### config.mk
export PLATFORM = sky130hd
export DESIGN_NAME = ordered_id_list_engine_top_flat
export DESIGN_NICKNAME = d
export VERILOG_FILES = /design/src/hdl/oidl_pkg.sv /design/src/hdl/oidl_ifs.sv /design/src/hdl/oidl_cell.sv /design/src/hdl/oidl_chain.sv /design/src/hdl/ordered_id_list_engine_top.sv /design/src/flat_wrapper.sv
export SDC_FILE = /design/constraint.sdc
export NUM_CORES = 1
export LEC_CHECK = 0
export BUFFER_PORTS_ARGS = -buffer_cell sky130_fd_sc_hd__buf_4
export CAP_MARGIN = 25
export CORE_MARGIN = 2
export CORE_UTILIZATION = 44
export CTS_CLUSTER_DIAMETER = 80
export DETAILED_ROUTE_END_ITERATION = 6
export GPL_ROUTABILITY_DRIVEN = 0
export MAX_ROUTING_LAYER = met4
export PLACE_DENSITY_LB_ADDON = 0.2
export REMOVE_ABC_BUFFERS = 1
export SETUP_SLACK_MARGIN = 0.3
export SLEW_MARGIN = 20
export SYNTH_ARGS = -nofsm -noshare
export SYNTH_HDL_FRONTEND = slang
export SYNTH_SLANG_ARGS = --single-unit
### constraint.sdc
create_clock -name i_clk -period 4.6 [get_ports i_clk]
set_clock_uncertainty 0.1 [all_clocks]
set_input_delay 0.69 -clock i_clk [delete_from_list [all_inputs] [get_ports i_clk]]
set_output_delay 0.69 -clock i_clk [all_outputs]
set_load 0.01 [all_outputs]
### src/hdl/oidl_pkg.sv
// ordered id list engine: shared types and codes
// opcodes, status codes, cell command kinds and register indexes
// no dependencies; the design files that use it refer to it by scoped names, the testbench imports it
`default_nettype none

package oidl_pkg;

    // request and result field types
    typedef logic [3:0]  t_opcode;
    typedef logic [3:0]  t_item_id;
    typedef logic [4:0]  t_first_pos;
    typedef logic [3:0]  t_second_pos;
    typedef logic [1:0]  t_status;
    typedef logic [3:0]  t_entry;
    typedef logic [15:0] t_id_mask;
    typedef logic [4:0]  t_length;
    typedef logic [4:0]  t_ids_cfg;
    typedef logic [1:0]  t_cell_kind;

    // opcodes
    localparam t_opcode OP_CLEAR     = 4'd0;
    localparam t_opcode OP_LOAD_ASC  = 4'd1;
    localparam t_opcode OP_LOAD_DESC = 4'd2;
    localparam t_opcode OP_INSERT    = 4'd3;
    localparam t_opcode OP_MOVE      = 4'd4;
    localparam t_opcode OP_EXCHANGE  = 4'd5;
    localparam t_opcode OP_FILL_TAIL = 4'd6;
    localparam t_opcode OP_FILL_HEAD = 4'd7;
    localparam t_opcode OP_READ      = 4'd8;
    localparam t_opcode OP_BEFORE    = 4'd9;
    localparam t_opcode OP_AFTER     = 4'd10;

    // status codes
    localparam t_status ST_OK     = 2'd0;
    localparam t_status ST_BADPOS = 2'd1;
    localparam t_status ST_BADID  = 2'd2;
    localparam t_status ST_ABSENT = 2'd3;

    // command kinds broadcast along the cell row
    localparam t_cell_kind CK_HOLD  = 2'd0;
    localparam t_cell_kind CK_LOAD  = 2'd1;
    localparam t_cell_kind CK_SHIFT = 2'd2;

    // configuration register index (paddr[2])
    localparam logic REG_IDS_IN_USE = 1'b0;

    localparam t_ids_cfg IDS_RESET = 5'd16;

endpackage

`default_nettype wire

### src/hdl/oidl_ifs.sv
// ordered id list engine: request and result channel interfaces
// valid/ready handshake with the payload fields of one transaction
// depends on oidl_pkg
`default_nettype none

interface oidl_req_if;
    logic                  valid;
    logic                  ready;
    oidl_pkg::t_opcode     opcode;
    oidl_pkg::t_item_id    item_id;
    oidl_pkg::t_first_pos  first_position;
    oidl_pkg::t_second_pos second_position;

    modport source (output valid, opcode, item_id, first_position, second_position,
                    input ready);
    modport sink   (input valid, opcode, item_id, first_position, second_position,
                    output ready);
endinterface

interface oidl_rsp_if;
    logic               valid;
    logic               ready;
    oidl_pkg::t_status  status;
    oidl_pkg::t_entry   entry_value;
    oidl_pkg::t_id_mask id_mask;
    oidl_pkg::t_length  list_length;

    modport source (output valid, status, entry_value, id_mask, list_length,
                    input ready);
    modport sink   (input valid, status, entry_value, id_mask, list_length,
                    output ready);
endinterface

`default_nettype wire

### src/hdl/oidl_cell.sv
// ordered id list engine: one list slot
// takes its neighbor's value, a broadcast value or a load value per command
// depends on oidl_pkg; command struct comes in as a type parameter
`default_nettype none

module oidl_cell #(
    parameter int  MAX_IDS = 16,
    parameter int  IDX     = 0,
    parameter type t_cmd   = logic,
    localparam int SLOT_W  = $clog2(MAX_IDS),
    localparam int POS_W   = $clog2(MAX_IDS + 1)
) (
    input  wire logic              i_clk,
    input  wire t_cmd              i_cmd,
    input  wire logic [SLOT_W-1:0] i_left,
    input  wire logic [SLOT_W-1:0] i_right,
    output logic      [SLOT_W-1:0] o_slot
);

    localparam logic [POS_W-1:0] MY_POS = POS_W'(IDX);

    logic [SLOT_W-1:0] r_slot;
    logic [SLOT_W-1:0] n_slot;

    always_comb begin
        n_slot = r_slot;
        case (i_cmd.kind)
            oidl_pkg::CK_LOAD: begin
                if (MY_POS < i_cmd.dim) begin
                    n_slot = i_cmd.asc ? SLOT_W'(IDX)
                                       : SLOT_W'(i_cmd.dim - MY_POS - POS_W'(1));
                end
            end
            oidl_pkg::CK_SHIFT: begin
                if (MY_POS == i_cmd.pos) begin
                    n_slot = i_cmd.val;
                end else if (i_cmd.up && MY_POS > i_cmd.lo && MY_POS <= i_cmd.hi) begin
                    n_slot = i_left;
                end else if (!i_cmd.up && MY_POS >= i_cmd.lo && MY_POS < i_cmd.hi) begin
                    n_slot = i_right;
                end
            end
            default: ;
        endcase
    end

    always_ff @(posedge i_clk) begin
        r_slot <= n_slot;
    end

    assign o_slot = r_slot;

endmodule

`default_nettype wire

### src/hdl/oidl_chain.sv
// ordered id list engine: row of slot cells with a single read port
// neighbors are linked both ways so a whole range can shift up or down at once
// depends on oidl_cell
`default_nettype none

module oidl_chain #(
    parameter int  MAX_IDS = 16,
    parameter type t_cmd   = logic,
    localparam int SLOT_W  = $clog2(MAX_IDS),
    localparam int POS_W   = $clog2(MAX_IDS + 1)
) (
    input  wire logic              i_clk,
    input  wire t_cmd              i_cmd,
    input  wire logic [POS_W-1:0]  i_rd_addr,
    output logic      [SLOT_W-1:0] o_rd_data
);

    // padded link array: ends tie to zero
    logic [SLOT_W-1:0] w_link [MAX_IDS + 2];

    assign w_link[0]           = '0;
    assign w_link[MAX_IDS + 1] = '0;

    for (genvar g = 0; g < MAX_IDS; g++) begin : g_cell
        oidl_cell #(
            .MAX_IDS (MAX_IDS),
            .IDX     (g),
            .t_cmd   (t_cmd)
        ) u_cell (
            .i_clk   (i_clk),
            .i_cmd   (i_cmd),
            .i_left  (w_link[g]),
            .i_right (w_link[g + 2]),
            .o_slot  (w_link[g + 1])
        );
    end

    // and-or read select
    always_comb begin
        o_rd_data = '0;
        for (int g = 0; g < MAX_IDS; g++) begin
            o_rd_data = o_rd_data
                      | (w_link[g + 1] & {SLOT_W{i_rd_addr == POS_W'(g)}});
        end
    end

endmodule

`default_nettype wire

### src/hdl/ordered_id_list_engine_top.sv
// ordered id list engine: top level with sequencer and configuration port
// depends on oidl_pkg, oidl_ifs (oidl_req_if, oidl_rsp_if) and oidl_chain
//
// usage
//   i_req carries one request transaction (opcode, item_id, first_position,
//   second_position); o_rsp returns exactly one result transaction per request
//   (status, entry_value, id_mask, list_length). both are valid/ready channels.
//   the ids_in_use register sits at byte address 0 of the APB-style port;
//   the user must write it only while the engine is idle; the block does not enforce this.
// steps: every request passes a start and a finish state; clear, load, read,
//   unused opcodes and position errors need nothing more; move and exchange
//   read the second entry, and exchange then writes back the first position;
//   before, after, insert and fill scan the list; an insert whose id is
//   accepted then shifts it in, and fill walks the ids below the effective dimension
//   the list is held in a row of cells with one read port, so every scan of
//   the list reads one slot per cycle; a shift moves every cell of its range at once
// throughput: one request at a time; the next request is accepted in the
//   cycle after a result is loaded into the output register
// reset: list length returns to zero, ids_in_use to 16, no result pending;
//   slot contents are not cleared (only slots below the length are read)
// stall: a result waits in the output register; the engine still takes a new
//   request and finishes it, then holds that result until the register frees
`default_nettype none

module ordered_id_list_engine_top #(
    parameter int MAX_IDS = 16
) (
    input  wire logic        i_clk,
    input  wire logic        i_rst_n,
    oidl_req_if.sink         i_req,
    oidl_rsp_if.source       o_rsp,
    input  wire logic        psel,
    input  wire logic        penable,
    input  wire logic        pwrite,
    input  wire logic [2:0]  paddr,
    input  wire logic [31:0] pwdata,
    output logic      [31:0] prdata,
    output logic             pready
);

    localparam int SLOT_W = $clog2(MAX_IDS);
    localparam int POS_W  = $clog2(MAX_IDS + 1);

    localparam logic [POS_W-1:0] POS_MAX = POS_W'(MAX_IDS);
    localparam logic [POS_W-1:0] POS_ONE = POS_W'(1);

    // command broadcast to every cell
    typedef struct packed {
        oidl_pkg::t_cell_kind kind;
        logic                 up;
        logic                 asc;
        logic [POS_W-1:0]     lo;
        logic [POS_W-1:0]     hi;
        logic [POS_W-1:0]     pos;
        logic [POS_W-1:0]     dim;
        logic [SLOT_W-1:0]    val;
    } t_cell_cmd;

    // sequencer states
    localparam logic [2:0] S_IDLE  = 3'd0;
    localparam logic [2:0] S_START = 3'd1;
    localparam logic [2:0] S_SCAN  = 3'd2;
    localparam logic [2:0] S_INS   = 3'd3;
    localparam logic [2:0] S_FILL  = 3'd4;
    localparam logic [2:0] S_RDB   = 3'd5;
    localparam logic [2:0] S_WRB   = 3'd6;
    localparam logic [2:0] S_FIN   = 3'd7;

    // control registers
    logic [2:0]             r_state, n_state;
    logic [POS_W-1:0]       r_count, n_count;
    logic                   r_out_valid, n_out_valid;
    oidl_pkg::t_ids_cfg     r_ids;

    // working registers of the request in flight
    oidl_pkg::t_opcode      r_op, n_op;
    oidl_pkg::t_item_id     r_id, n_id;
    oidl_pkg::t_first_pos   r_p, n_p;
    oidl_pkg::t_second_pos  r_q, n_q;
    logic [POS_W-1:0]       r_dim, n_dim;
    logic [POS_W-1:0]       r_k, n_k;
    logic [POS_W-1:0]       r_n, n_n;
    logic [MAX_IDS-1:0]     r_have, n_have;
    logic                   r_found, n_found;
    logic [SLOT_W-1:0]      r_a, n_a;
    logic [SLOT_W-1:0]      r_b, n_b;
    oidl_pkg::t_status      r_status, n_status;
    oidl_pkg::t_entry       r_value, n_value;
    oidl_pkg::t_id_mask     r_mask, n_mask;

    // output register
    oidl_pkg::t_status      r_out_status, n_out_status;
    oidl_pkg::t_entry       r_out_value, n_out_value;
    oidl_pkg::t_id_mask     r_out_mask, n_out_mask;
    oidl_pkg::t_length      r_out_len, n_out_len;

    t_cell_cmd              w_cmd;
    logic [POS_W-1:0]       w_rd_addr;
    logic [SLOT_W-1:0]      w_rd;
    logic [POS_W-1:0]       w_dim;
    logic [MAX_IDS-1:0]     w_rd_bits;
    oidl_pkg::t_id_mask     w_rd_mask;
    logic                   w_rd_is_id;
    logic                   w_have_id;
    logic                   w_have_k;
    logic [POS_W-1:0]       w_fill_pos;
    logic                   w_cfg_wr;

    oidl_chain #(
        .MAX_IDS (MAX_IDS),
        .t_cmd   (t_cell_cmd)
    ) u_chain (
        .i_clk     (i_clk),
        .i_cmd     (w_cmd),
        .i_rd_addr (w_rd_addr),
        .o_rd_data (w_rd)
    );

    // effective dimension: ids_in_use clamped to 1..MAX_IDS
    always_comb begin
        if (r_ids == '0) begin
            w_dim = POS_ONE;
        end else if (8'(r_ids) > 8'(MAX_IDS)) begin
            w_dim = POS_MAX;
        end else begin
            w_dim = POS_W'(r_ids);
        end
    end

    // decode of the slot being read and presence lookups
    always_comb begin
        w_have_id = 1'b0;
        w_have_k  = 1'b0;
        for (int j = 0; j < MAX_IDS; j++) begin
            w_rd_bits[j] = (8'(w_rd) == 8'(j));
            w_have_id    = w_have_id | (r_have[j] & (8'(r_id) == 8'(j)));
            w_have_k     = w_have_k  | (r_have[j] & (8'(r_k) == 8'(j)));
        end
        // ids of 16 and above never show in the mask
        for (int j = 0; j < 16; j++) begin
            w_rd_mask[j] = (8'(w_rd) == 8'(j));
        end
        w_rd_is_id = (8'(w_rd) == 8'(r_id));
    end

    // head fill inserts at the running count of added ids, tail at the end
    assign w_fill_pos = (r_op == oidl_pkg::OP_FILL_TAIL) ? r_count : r_n;

    assign i_req.ready = (r_state == S_IDLE);

    // sequencer
    always_comb begin
        n_state      = r_state;
        n_count      = r_count;
        n_op         = r_op;
        n_id         = r_id;
        n_p          = r_p;
        n_q          = r_q;
        n_dim        = r_dim;
        n_k          = r_k;
        n_n          = r_n;
        n_have       = r_have;
        n_found      = r_found;
        n_a          = r_a;
        n_b          = r_b;
        n_status     = r_status;
        n_value      = r_value;
        n_mask       = r_mask;
        n_out_valid  = r_out_valid && !o_rsp.ready;
        n_out_status = r_out_status;
        n_out_value  = r_out_value;
        n_out_mask   = r_out_mask;
        n_out_len    = r_out_len;
        w_cmd        = '0;
        w_cmd.kind   = oidl_pkg::CK_HOLD;
        w_rd_addr    = '0;

        unique case (r_state)
            S_IDLE: begin
                if (i_req.valid) begin
                    n_op     = i_req.opcode;
                    n_id     = i_req.item_id;
                    n_p      = i_req.first_position;
                    n_q      = i_req.second_position;
                    n_dim    = w_dim;
                    n_status = oidl_pkg::ST_OK;
                    n_value  = '0;
                    n_mask   = '0;
                    n_have   = '0;
                    n_found  = 1'b0;
                    n_k      = '0;
                    n_n      = '0;
                    n_state  = S_START;
                end
            end

            S_START: begin
                unique case (r_op) inside
                    oidl_pkg::OP_CLEAR: begin
                        n_count = '0;
                        n_state = S_FIN;
                    end
                    oidl_pkg::OP_LOAD_ASC, oidl_pkg::OP_LOAD_DESC: begin
                        w_cmd.kind = oidl_pkg::CK_LOAD;
                        w_cmd.asc  = (r_op == oidl_pkg::OP_LOAD_ASC);
                        w_cmd.dim  = r_dim;
                        n_count    = r_dim;
                        n_state    = S_FIN;
                    end
                    oidl_pkg::OP_INSERT: begin
                        if (8'(r_p) > 8'(r_count)) begin
                            n_status = oidl_pkg::ST_BADPOS;
                            n_state  = S_FIN;
                        end else begin
                            n_state  = S_SCAN;
                        end
                    end
                    oidl_pkg::OP_MOVE, oidl_pkg::OP_EXCHANGE: begin
                        if (8'(r_p) >= 8'(r_count) || 8'(r_q) >= 8'(r_count)) begin
                            n_status = oidl_pkg::ST_BADPOS;
                            n_state  = S_FIN;
                        end else begin
                            w_rd_addr = POS_W'(r_p);
                            n_a       = w_rd;
                            n_state   = S_RDB;
                        end
                    end
                    oidl_pkg::OP_READ: begin
                        if (8'(r_p) >= 8'(r_count)) begin
                            n_status = oidl_pkg::ST_BADPOS;
                        end else begin
                            w_rd_addr = POS_W'(r_p);
                            n_value   = 4'(w_rd);
                        end
                        n_state = S_FIN;
                    end
                    oidl_pkg::OP_FILL_TAIL, oidl_pkg::OP_FILL_HEAD,
                    oidl_pkg::OP_BEFORE, oidl_pkg::OP_AFTER: begin
                        n_state = S_SCAN;
                    end
                    default: begin
                        // unused opcodes report ok and change nothing
                        n_state = S_FIN;
                    end
                endcase
            end

            S_SCAN: begin
                if (r_k < r_count) begin
                    // one slot per cycle: presence set, locate id, side masks
                    w_rd_addr = r_k;
                    n_have    = r_have | w_rd_bits;
                    if (w_rd_is_id) begin
                        n_found = 1'b1;
                    end
                    if (r_op == oidl_pkg::OP_BEFORE && !r_found && !w_rd_is_id) begin
                        n_mask = r_mask | w_rd_mask;
                    end
                    if (r_op == oidl_pkg::OP_AFTER && r_found) begin
                        n_mask = r_mask | w_rd_mask;
                    end
                    n_k = r_k + POS_ONE;
                end else begin
                    unique case (r_op) inside
                        oidl_pkg::OP_INSERT: begin
                            if (8'(r_id) >= 8'(r_dim) || w_have_id || r_count == POS_MAX) begin
                                n_status = oidl_pkg::ST_BADID;
                                n_state  = S_FIN;
                            end else begin
                                n_state  = S_INS;
                            end
                        end
                        oidl_pkg::OP_FILL_TAIL, oidl_pkg::OP_FILL_HEAD: begin
                            n_k     = '0;
                            n_state = S_FILL;
                        end
                        default: begin
                            if (!r_found) begin
                                n_status = oidl_pkg::ST_ABSENT;
                                n_mask   = '0;
                            end
                            n_state = S_FIN;
                        end
                    endcase
                end
            end

            S_INS: begin
                w_cmd.kind = oidl_pkg::CK_SHIFT;
                w_cmd.up   = 1'b1;
                w_cmd.lo   = POS_W'(r_p);
                w_cmd.hi   = r_count;
                w_cmd.pos  = POS_W'(r_p);
                w_cmd.val  = SLOT_W'(r_id);
                n_count    = r_count + POS_ONE;
                n_state    = S_FIN;
            end

            S_FILL: begin
                // walk candidate ids ascending, one per cycle
                if (r_k < r_dim) begin
                    if (!w_have_k && r_count < POS_MAX) begin
                        w_cmd.kind = oidl_pkg::CK_SHIFT;
                        w_cmd.up   = 1'b1;
                        w_cmd.lo   = w_fill_pos;
                        w_cmd.hi   = r_count;
                        w_cmd.pos  = w_fill_pos;
                        w_cmd.val  = SLOT_W'(r_k);
                        n_count    = r_count + POS_ONE;
                        n_n        = r_n + POS_ONE;
                    end
                    n_k = r_k + POS_ONE;
                end else begin
                    n_state = S_FIN;
                end
            end

            S_RDB: begin
                w_rd_addr  = POS_W'(r_q);
                w_cmd.kind = oidl_pkg::CK_SHIFT;
                w_cmd.pos  = POS_W'(r_q);
                w_cmd.val  = r_a;
                if (r_op == oidl_pkg::OP_MOVE) begin
                    if (8'(r_p) < 8'(r_q)) begin
                        w_cmd.up = 1'b0;
                        w_cmd.lo = POS_W'(r_p);
                        w_cmd.hi = POS_W'(r_q);
                    end else begin
                        w_cmd.up = 1'b1;
                        w_cmd.lo = POS_W'(r_q);
                        w_cmd.hi = POS_W'(r_p);
                    end
                    n_state = S_FIN;
                end else begin
                    // exchange: capture the second entry before it is overwritten
                    w_cmd.up = 1'b1;
                    w_cmd.lo = POS_W'(r_q);
                    w_cmd.hi = POS_W'(r_q);
                    n_b      = w_rd;
                    n_state  = S_WRB;
                end
            end

            S_WRB: begin
                w_cmd.kind = oidl_pkg::CK_SHIFT;
                w_cmd.up   = 1'b1;
                w_cmd.lo   = POS_W'(r_p);
                w_cmd.hi   = POS_W'(r_p);
                w_cmd.pos  = POS_W'(r_p);
                w_cmd.val  = r_b;
                n_state    = S_FIN;
            end

            S_FIN: begin
                if (!r_out_valid || o_rsp.ready) begin
                    n_out_valid  = 1'b1;
                    n_out_status = r_status;
                    n_out_value  = r_value;
                    n_out_mask   = r_mask;
                    n_out_len    = 5'(r_count);
                    n_state      = S_IDLE;
                end
            end

            default: n_state = S_IDLE;
        endcase
    end

    // configuration port
    assign pready   = 1'b1;
    assign w_cfg_wr = psel && penable && pwrite && (paddr[2] == oidl_pkg::REG_IDS_IN_USE);

    always_comb begin
        unique case (paddr[2])
            oidl_pkg::REG_IDS_IN_USE: prdata = 32'(r_ids);
            default:                  prdata = '0;
        endcase
    end

    always_ff @(posedge i_clk) begin
        if (!i_rst_n) begin
            r_state     <= S_IDLE;
            r_count     <= '0;
            r_out_valid <= 1'b0;
            r_ids       <= oidl_pkg::IDS_RESET;
        end else begin
            r_state     <= n_state;
            r_count     <= n_count;
            r_out_valid <= n_out_valid;
            if (w_cfg_wr) begin
                r_ids <= pwdata[4:0];
            end
        end
    end

    always_ff @(posedge i_clk) begin
        r_op         <= n_op;
        r_id         <= n_id;
        r_p          <= n_p;
        r_q          <= n_q;
        r_dim        <= n_dim;
        r_k          <= n_k;
        r_n          <= n_n;
        r_have       <= n_have;
        r_found      <= n_found;
        r_a          <= n_a;
        r_b          <= n_b;
        r_status     <= n_status;
        r_value      <= n_value;
        r_mask       <= n_mask;
        r_out_status <= n_out_status;
        r_out_value  <= n_out_value;
        r_out_mask   <= n_out_mask;
        r_out_len    <= n_out_len;
    end

    assign o_rsp.valid       = r_out_valid;
    assign o_rsp.status      = r_out_status;
    assign o_rsp.entry_value = r_out_value;
    assign o_rsp.id_mask     = r_out_mask;
    assign o_rsp.list_length = r_out_len;

    // list never grows past the slot row
    a_count_bound: assert property (@(posedge i_clk) disable iff (!i_rst_n)
        r_count <= POS_MAX)
        else $error("list length beyond slot count");

    // scan pointer stays within the list
    a_scan_bound: assert property (@(posedge i_clk) disable iff (!i_rst_n)
        (r_state == S_SCAN) |-> (r_k <= r_count))
        else $error("scan pointer past list length");

    // an accepted request always starts decoding next
    a_accept_start: assert property (@(posedge i_clk) disable iff (!i_rst_n)
        (i_req.valid && i_req.ready) |=> (r_state == S_START))
        else $error("accepted request not started");

    // a result only appears out of the finish step
    a_result_from_fin: assert property (@(posedge i_clk) disable iff (!i_rst_n)
        $rose(r_out_valid) |-> ($past(r_state) == S_FIN))
        else $error("result raised outside finish step");

endmodule

`default_nettype wire

### src/flat_wrapper.sv
// flat-port wrapper written by rule: the top's interface ports become plain ports
module ordered_id_list_engine_top_flat 
#(
    parameter int MAX_IDS = 16
)
  (i_clk, i_rst_n, psel, penable, pwrite, paddr, pwdata, prdata, pready, i_req_valid, i_req_opcode, i_req_item_id, i_req_first_position, i_req_second_position, i_req_ready, o_rsp_valid, o_rsp_status, o_rsp_entry_value, o_rsp_id_mask, o_rsp_list_length, o_rsp_ready);
  oidl_req_if i_req_i ();
  oidl_rsp_if o_rsp_i ();
  input  wire logic i_clk;
  input  wire logic i_rst_n;
  input  wire logic psel;
  input  wire logic penable;
  input  wire logic pwrite;
  input  wire logic [2:0] paddr;
  input  wire logic [31:0] pwdata;
  output logic      [31:0] prdata;
  output logic pready;
  input wire logic [$bits(i_req_i.valid)-1:0] i_req_valid;
  input wire logic [$bits(i_req_i.opcode)-1:0] i_req_opcode;
  input wire logic [$bits(i_req_i.item_id)-1:0] i_req_item_id;
  input wire logic [$bits(i_req_i.first_position)-1:0] i_req_first_position;
  input wire logic [$bits(i_req_i.second_position)-1:0] i_req_second_position;
  output wire logic [$bits(i_req_i.ready)-1:0] i_req_ready;
  output wire logic [$bits(o_rsp_i.valid)-1:0] o_rsp_valid;
  output wire logic [$bits(o_rsp_i.status)-1:0] o_rsp_status;
  output wire logic [$bits(o_rsp_i.entry_value)-1:0] o_rsp_entry_value;
  output wire logic [$bits(o_rsp_i.id_mask)-1:0] o_rsp_id_mask;
  output wire logic [$bits(o_rsp_i.list_length)-1:0] o_rsp_list_length;
  input wire logic [$bits(o_rsp_i.ready)-1:0] o_rsp_ready;
  assign i_req_i.valid = i_req_valid;
  assign i_req_i.opcode = i_req_opcode;
  assign i_req_i.item_id = i_req_item_id;
  assign i_req_i.first_position = i_req_first_position;
  assign i_req_i.second_position = i_req_second_position;
  assign i_req_ready = i_req_i.ready;
  assign o_rsp_valid = o_rsp_i.valid;
  assign o_rsp_status = o_rsp_i.status;
  assign o_rsp_entry_value = o_rsp_i.entry_value;
  assign o_rsp_id_mask = o_rsp_i.id_mask;
  assign o_rsp_list_length = o_rsp_i.list_length;
  assign o_rsp_i.ready = o_rsp_ready;
  ordered_id_list_engine_top #(.MAX_IDS(MAX_IDS)) u_core (.i_clk(i_clk), .i_rst_n(i_rst_n), .i_req(i_req_i), .o_rsp(o_rsp_i), .psel(psel), .penable(penable), .pwrite(pwrite), .paddr(paddr), .pwdata(pwdata), .prdata(prdata), .pready(pready));
endmodule
==> metrics.cfg, run 1 <==
[setup_path]
cp_slowest_cell = mux4_2
crit_family = compound AO/OA/AOI/OAI gates
r2r_start = u_core.r_k[1]
slowest_delay_ps = 500
critPathKind = reg -> reg
rrSetupSlack_ps = 430
worstPathBufferInverterCount = 3
r2r_end = u_core.u_chain.g_cell[4].u_cell.o_slot[2]
required_ps = 4650
start_kind = register
path_cells = inv_2 -> ha_2 -> a22o_1 -> a221oi_1 -> mux4_2 -> o21ai_4 -> nor2_1 -> nor3_2 -> inv_1 -> ha_1 -> a21oi_1 -> nor2_1 -> a221oi_1 -> buf_4
crit_fanout = 8
end_kind = register
worstRegToRegCells = 14
critical_path_arrival_ps = 4220

[place]
portBuffers = 63
dpl.hpwl_um = 33800
dpl_worst_slack_ps = 297
dp_cells = 1811

[synthesis]
seq_area_frac_synth_pct = 42.2
synthArstFlopShare_pct = 0
synth_ff_type = edfxtp_1
yosysUniqueCellTypes = 98
synthAdderAreaFrac_pct = 4.12
synth_xor_area_share_pct = 1.51
muxShareOfSynthArea_pct = 5.91
syn_avg_cell_area_um2 = 9.60
yosysTopAreaCellShare_pct = 40.0
synth-simple-area-share_pct = 18.1
synth_compound_area_share_pct = 23.1
synthesis.area_mm2 = 0.0128
synth_top_family_by_area = compound AO/OA/AOI/OAI gates
ys_warn_count = 0
synth_edf_count = 170
yosys_register_bits = 184
yosys-top-cells-area = edfxtp_1 40%, mux2i_1 4.9%, ha_1 4.1%
synth_top_cell_by_area = edfxtp_1
synth_cells = 1329

[timing]
setup_violations = 0
tightest_slew_ps = 964
clock.fmax_mhz = 240
finalHoldViolations = 0
fin_hold_ws_ps = 305
fin_ws_ps = 433
slew-limit-headroom_pct = 35.7
min_period_ps = 4170
fin_crit_sh_pct = 90.6
slew_viol_final = 0
setup_tns_ps = 0
rsz0062_at_grt = yes

[outcome]
outcome = finished, final reports clean

[cts]
path_clk_slew_ps = 80
hold_buffers = 0
tritoncts = yes
numCtsBuffers = 17
clock_sinks = 184
htree_levels = 4
root_buffer = clkbuf_16
clk_path_buf_depth = 2
worstSkewPairLatency_ps = 450

[layout]
final_nets = 1564
fin_cells = 1860
drive_above_1_share_pct = 19.0
areaGrowthSynthToFinish_pct = 16.8
fill_cells = 2640
antenna_cells = 0

[floorplan]
design.core.area_mm2 = 0.0286
dieWidth_um = 174
start_util_pct = 44.6
dieArea_mm2 = 0.0304
io_pins = 121
die_height_um = 174
rows = 62

[grt]
grt_max_degree = 39
grtUsageTotal_pct = 29.5
grt_pass1_vias = 10900
grt_pass1_wl_um = 66000
antenna_found_initial = 0
grt_overflow_total = 0

[routing]
drtIter0Drc = 1525
met2WireLength_um = 18500
top_layer_used = met4
drtAntennaViolNets = 0
firstDrtPassIters = 7
met1_length_um = 18400
dr_wl_met3_um = 4750
finalWirelength_um = 44100
vias_per_cell = 6.31
num_vias = 11700
routedWlPerCell_um = 23.7
drc = 0

[power]
netSwitchingPower_mw = 4.92
p_leak_nw = 5.63
sw_frac_of_total_pct = 47.2
powerDensity_mw_per_mm2 = 699
pwr-share-clk_pct = 14.0
ir_drop_v = 0.000308
comb_power_share_pct = 52.4
intPower_mw = 5.50
power_mw = 10.4
seq_power_share_pct = 33.6

[worst_hold_path]
hp-start = i_req_second_position[3]
hold_depth = 1
min_path_type = in -> reg
hold_path_end = u_core.r_q[3]

[job]
max_cap_violations = 0

metal layers:
| metal | global-route usage, % | vias to the layer above |
|---|---|---|
| li1 | - | 5262 |
| met1 | 39.5 | 5525 |
| met2 | 42.7 | 785 |
| met3 | 6.01 | 162 |
| met4 | 13.9 | 0 |
| met5 | - | - |
what timing repair did:
action	CTS	global route
setup buffers	3	13
setup endpoints to repair	27	120
gates resized for setup	2	29
gates cloned	0	1
pin swaps	1	9
synth_stat cells, types with 6 or more instances:
cell type,number
edfxtp_1,170
nand2_1,118
nor2_1,105
a21oi_1,98
mux2i_1,63
o21ai_0,63
inv_1,54
ha_1,42
nand3_1,37
and2_1,31
buf_4,29
o21a_1,28
clkbuf_1,27
nor2b_1,26
nor3_1,25
o221ai_1,25
nand2b_1,21
a21o_1,17
a31oi_1,16
o21ai_1,16
a211oi_1,15
a221oi_1,15
a22o_1,15
buf_2,14
dfxtp_1,14
and3_1,12
xnor2_1,12
a22oi_1,11
o211ai_1,10
xor2_1,10
buf_1,9
or2_2,9
mux2_2,8
nand4_1,8
o31ai_1,8
a21boi_0,7
o22ai_1,7
or2_1,7
a311oi_1,6
nand3b_1,6
nor3b_1,6
nor4_1,6
logic make-up (layout without fill, tap and decap cells):
kind of cell	after synthesis	count (layout)
compound gates	419	419
xor+xnor	22	22
fa+ha+maj	42	42
buf+inv	135	255
flops	184	184
mux	73	73
other cells	2	28
simple gates	452	453
worst register-to-register path, stage by stage, from the launching register on:
cell      delay [ps]
edfxtp_1         490
inv_2            150
ha_2             220
a22o_1           140
a221oi_1          40
mux4_2           500
o21ai_4          320
nor2_1           120
nor3_2           320
inv_1             90
ha_1             400
a21oi_1          360
nor2_1           130
a221oi_1         270
buf_4            230
sequential cells by signal, indices dropped and copies added (netlist names), 5 cells and up:
name and cells:
u_core.r_have 16, u_core.r_dim 5, u_core.o_rsp.list_length 5, u_core.u_chain.g_cell.u_cell.o_slot 64, u_core.r_mask 16, u_core.r_ids 5, u_core.r_k 5, u_core.r_p 5
u_core.o_rsp.id_mask 16, u_core.r_count 5, u_core.r_n 5
per-stage QoR:
stage	util, %	cell area [µm²]
floorplan	-	12400
global placement	49.1	14100
detailed placement	49.1	14100
CTS	51.2	14700
global route	52.1	14900
finish	52.1	14900
worst max path at each step:
stage                      start                                         to  slack, ps  depth (start not counted)
2_1_floorplan  u_core.r_state[2]                           u_core.r_mask[0]        -80                         13
3_3_place_gp       u_core.r_k[1]  u_core.u_chain.g_cell[2].u_cell.o_slot[3]        340                         16
3_5_place_dp       u_core.r_k[1]  u_core.u_chain.g_cell[2].u_cell.o_slot[1]        300                         16
4_1_cts            u_core.r_k[1]  u_core.u_chain.g_cell[2].u_cell.o_slot[3]        310                         16
5_1_grt            u_core.r_k[1]  u_core.u_chain.g_cell[5].u_cell.o_slot[0]        230                         14
6_report           u_core.r_k[1]  u_core.u_chain.g_cell[4].u_cell.o_slot[2]        430                         14
cell type report:
cell class                      count  area [µm²]  share of cell area, %
Clock buffer                       19         433                   2.90
Clock inverter                     13         134                  0.898
Inverter                           56         211                   1.42
Multi-Input combinational cell   1037        6970                   46.8
Sequential cell                   184        5390                   36.1
Tap cell                          384         480                   3.22
Timing Repair Buffer              167        1290                   8.66
power groups by stage:
stage	Clock [mW]	Combinational [mW]	Sequential [mW]
4_1_cts	1.46	5.09	3.46
3_5_place_dp	0	5.02	3.49
6_report	1.45	5.46	3.50
3_3_place_gp	0	4.97	3.49
5_1_grt	1.51	5.83	3.53
2_1_floorplan	0	3.11	3.22
cell usage in the layout (no fill, tap or decap), types with 25 or more instances in the layout:
cell	count
o21a_1	27
ha_1	41
o21ai_0	60
edfxtp_1	170
o221ai_1	25
buf_4	164
conb_1	28
mux2i_1	63
inv_1	52
a21oi_1	93
nor2_1	104
and2_1	31
nand3_1	36
nand2_1	117
Note: power is estimated with default switching activity, not from simulation.
==> run 2: changes to the inputs <==
==> constraint.sdc (replaced) <==
create_clock -name i_clk -period 4 [get_ports i_clk]
set_clock_uncertainty 0.1 [all_clocks]
set_input_delay 0.6 -clock i_clk [delete_from_list [all_inputs] [get_ports i_clk]]
set_output_delay 0.6 -clock i_clk [all_outputs]
set_load 0.01 [all_outputs]
==> metrics.cfg, run 2 (synthesis results as in run 1) <==
[floorplan]
dieWidth_um = 174  ; unchanged
design.core.area_mm2 = 0.0286  ; unchanged
io_pins = 121  ; unchanged
dieArea_mm2 = 0.0304  ; unchanged
start_util_pct = 44.6  ; unchanged
rows = 62  ; unchanged
die_height_um = 174  ; unchanged

[power]
ir_drop_v = 0.000358  ; +16%
power_mw = 15.5  ; +49%
powerDensity_mw_per_mm2 = 843  ; +21%
intPower_mw = 8.25  ; +50%
sw_frac_of_total_pct = 46.7  ; -0.52 points
comb_power_share_pct = 62.8  ; +10 points
netSwitchingPower_mw = 7.22  ; +47%
pwr-share-clk_pct = 11.0  ; -3.0 points
seq_power_share_pct = 26.2  ; -7.4 points
p_leak_nw = 7.06  ; +25%

[layout]
drive_above_1_share_pct = 42.2  ; +23 points
final_cell_mix = 277 x buf_4, 170 x edfxtp_1, 95 x nand2_1
areaGrowthSynthToFinish_pct = 43.8
largest_reg_flops = 64  ; unchanged
fin_cells = 2055  ; +10%
fill_cells = 2158  ; -18%
final_common_cell = buf_4
final_nets = 1758  ; +12%

[timing]
tightest_slew_ps = 1030  ; +62.3 ps
setup_tns_ps = -230  ; -230 ps
clock.fmax_mhz = 247  ; +3.1%
fin_crit_sh_pct = 101  ; +10 points
fin_ws_ps = -42.5  ; -476 ps
slew_viol_final = 0  ; unchanged
rsz0062_at_grt = yes
setup_violations = 11  ; +11
slew-limit-headroom_pct = 30.9  ; -4.8 points
min_period_ps = 4040  ; -124 ps
finalHoldViolations = 0  ; unchanged

[cts]
root_buffer = clkbuf_16
hold_buffers = 0  ; unchanged
clock_sinks = 184  ; unchanged
clk_path_buf_depth = 2  ; unchanged
path_clk_slew_ps = 80  ; about the same
numCtsBuffers = 17  ; unchanged
worstSkewPairLatency_ps = 470  ; +20 ps
tritoncts = yes
htree_levels = 4  ; unchanged

[setup_path]
crit_start = u_core.r_k[1]
critPathKind = reg -> reg
critical_path_arrival_ps = 4140  ; -80 ps
start_kind = register
rrSetupSlack_ps = -40  ; -480 ps
crit_fanout = 6  ; -2
worstRegToRegCells = 19  ; +5
r2r_end = u_core.u_chain.g_cell[13].u_cell.o_slot[3]
r2r_start = u_core.r_k[1]
end_kind = register
endpoint = u_core.u_chain.g_cell[13].u_cell.o_slot[3]
required_ps = 4100  ; -550 ps

[place]
portBuffers = 63  ; unchanged
dpl.hpwl_um = 35100  ; +3.8%
dp_cells = 1883  ; +4.0%
dpl_worst_slack_ps = -226  ; -523 ps

[routing]
firstDrtPassIters = 7  ; unchanged
routedWlPerCell_um = 25.9  ; +9.0%
drc = 64  ; +64
vias_per_cell = 6.57  ; +4.2%
finalWirelength_um = 53100  ; +20%
drtIter0Drc = 2003  ; +31%
num_vias = 13500  ; +15%
drtAntennaViolNets = 0  ; unchanged

[outcome]
outcome = finished, violations left
violations = design-rule violations, negative setup slack

[grt]
grtUsageTotal_pct = 31.8  ; +2.3 points
grt_max_degree = 29  ; -26%
grt_overflow_total = 0  ; unchanged
antenna_found_initial = 1  ; +1
grt_pass1_vias = 11800  ; +7.7%
grt_pass1_wl_um = 70800  ; +7.3%

[job]
max_cap_violations = 0  ; unchanged

[worst_hold_path]
hold_depth = 1  ; unchanged
hp-start = i_req_opcode[2]
min_path_type = in -> reg

run 2: cell types whose count changed in the layout (fill, tap and decap cells not counted), sizes merged:
cell,before,now
clkinv,7,6
buf,167,357
o22ai,8,9
clkinvlp,0,1
clkbuf,19,22
diode,0,1
run 2: repair_timing:
action / 4_1_cts / 5_1_grt
gates cloned: 4 / 4
setup buffers: 40 / 91
setup endpoints to repair: 174 / 177
pin swaps: 55 / 136
gates resized for setup: 144 / 317
run 2: layout make-up:
cell class              count  area, µm²  area share (%)
multi-input cells        1038       8540            46.6
flip-flops and latches    184       5390            29.4
repair buffers            360       3150            17.1
well taps                 384        480            2.62
clock buffers              19        433            2.36
inverters                  56        230            1.25
clock inverters            13        129           0.702
diodes                      1       2.50          0.0136
run 2: layer usage:
layer | vias up | routed length, µm | global-route usage [%]
met1 | 6353 | 20100 | 42.1
li1 | 5672 | - | -
met2 | 1162 | 22500 | 45.2
met3 | 323 | 6820 | 7.85
met4 | 0 | 3760 | 16.0
met5 | - | 0 | -
run 2: metrics by stage:
step | utilization [%] | hold WS, ps | area (µm²)
final | 64.1 | 203 | 18400
after global routing | 64.1 | 198 | 18400
after CTS | 56.5 | 196 | 16200
after detailed placement | 51.1 | 305 | 14600
after global placement | 51.1 | 303 | 14600
after floorplan | - | 300 | 12400
run 2: power by group through the flow:
| stage | clock network (mW) | logic, mW | registers [mW] |
|---|---|---|---|
| after floorplan | 0 | 3.58 | 3.70 |
| after global placement | 0 | 6.17 | 3.97 |
| after global routing | 1.78 | 10.1 | 4.06 |
| after detailed placement | 0 | 6.24 | 3.96 |
| final | 1.71 | 9.71 | 4.05 |
| after CTS | 1.70 | 7.19 | 3.94 |
run 2: worst min-delay path by stage:
stage,endpoint,slack [ps]
after floorplan,u_core.o_rsp.entry_value[0],300
after global placement,u_core.o_rsp.status[0],300
after detailed placement,u_core.o_rsp.entry_value[2],300
after CTS,u_core.r_p[4],200
after global routing,u_core.r_p[4],200
final,u_core.r_op[2],200
run 2: critical path: stages, from the launching register on:
cell	delay [ps]
edfxtp_1	440
buf_6	160
inv_6	70
ha_4	150
a22o_1	160
a221oi_2	40
mux4_2	490
o21ai_4	310
buf_6	180
or2_4	210
buf_6	140
o21bai_4	90
buf_12	150
buf_6	120
o21bai_4	180
nor3b_4	280
buf_6	190
nor2_4	40
a21oi_2	140
a31oi_1	130
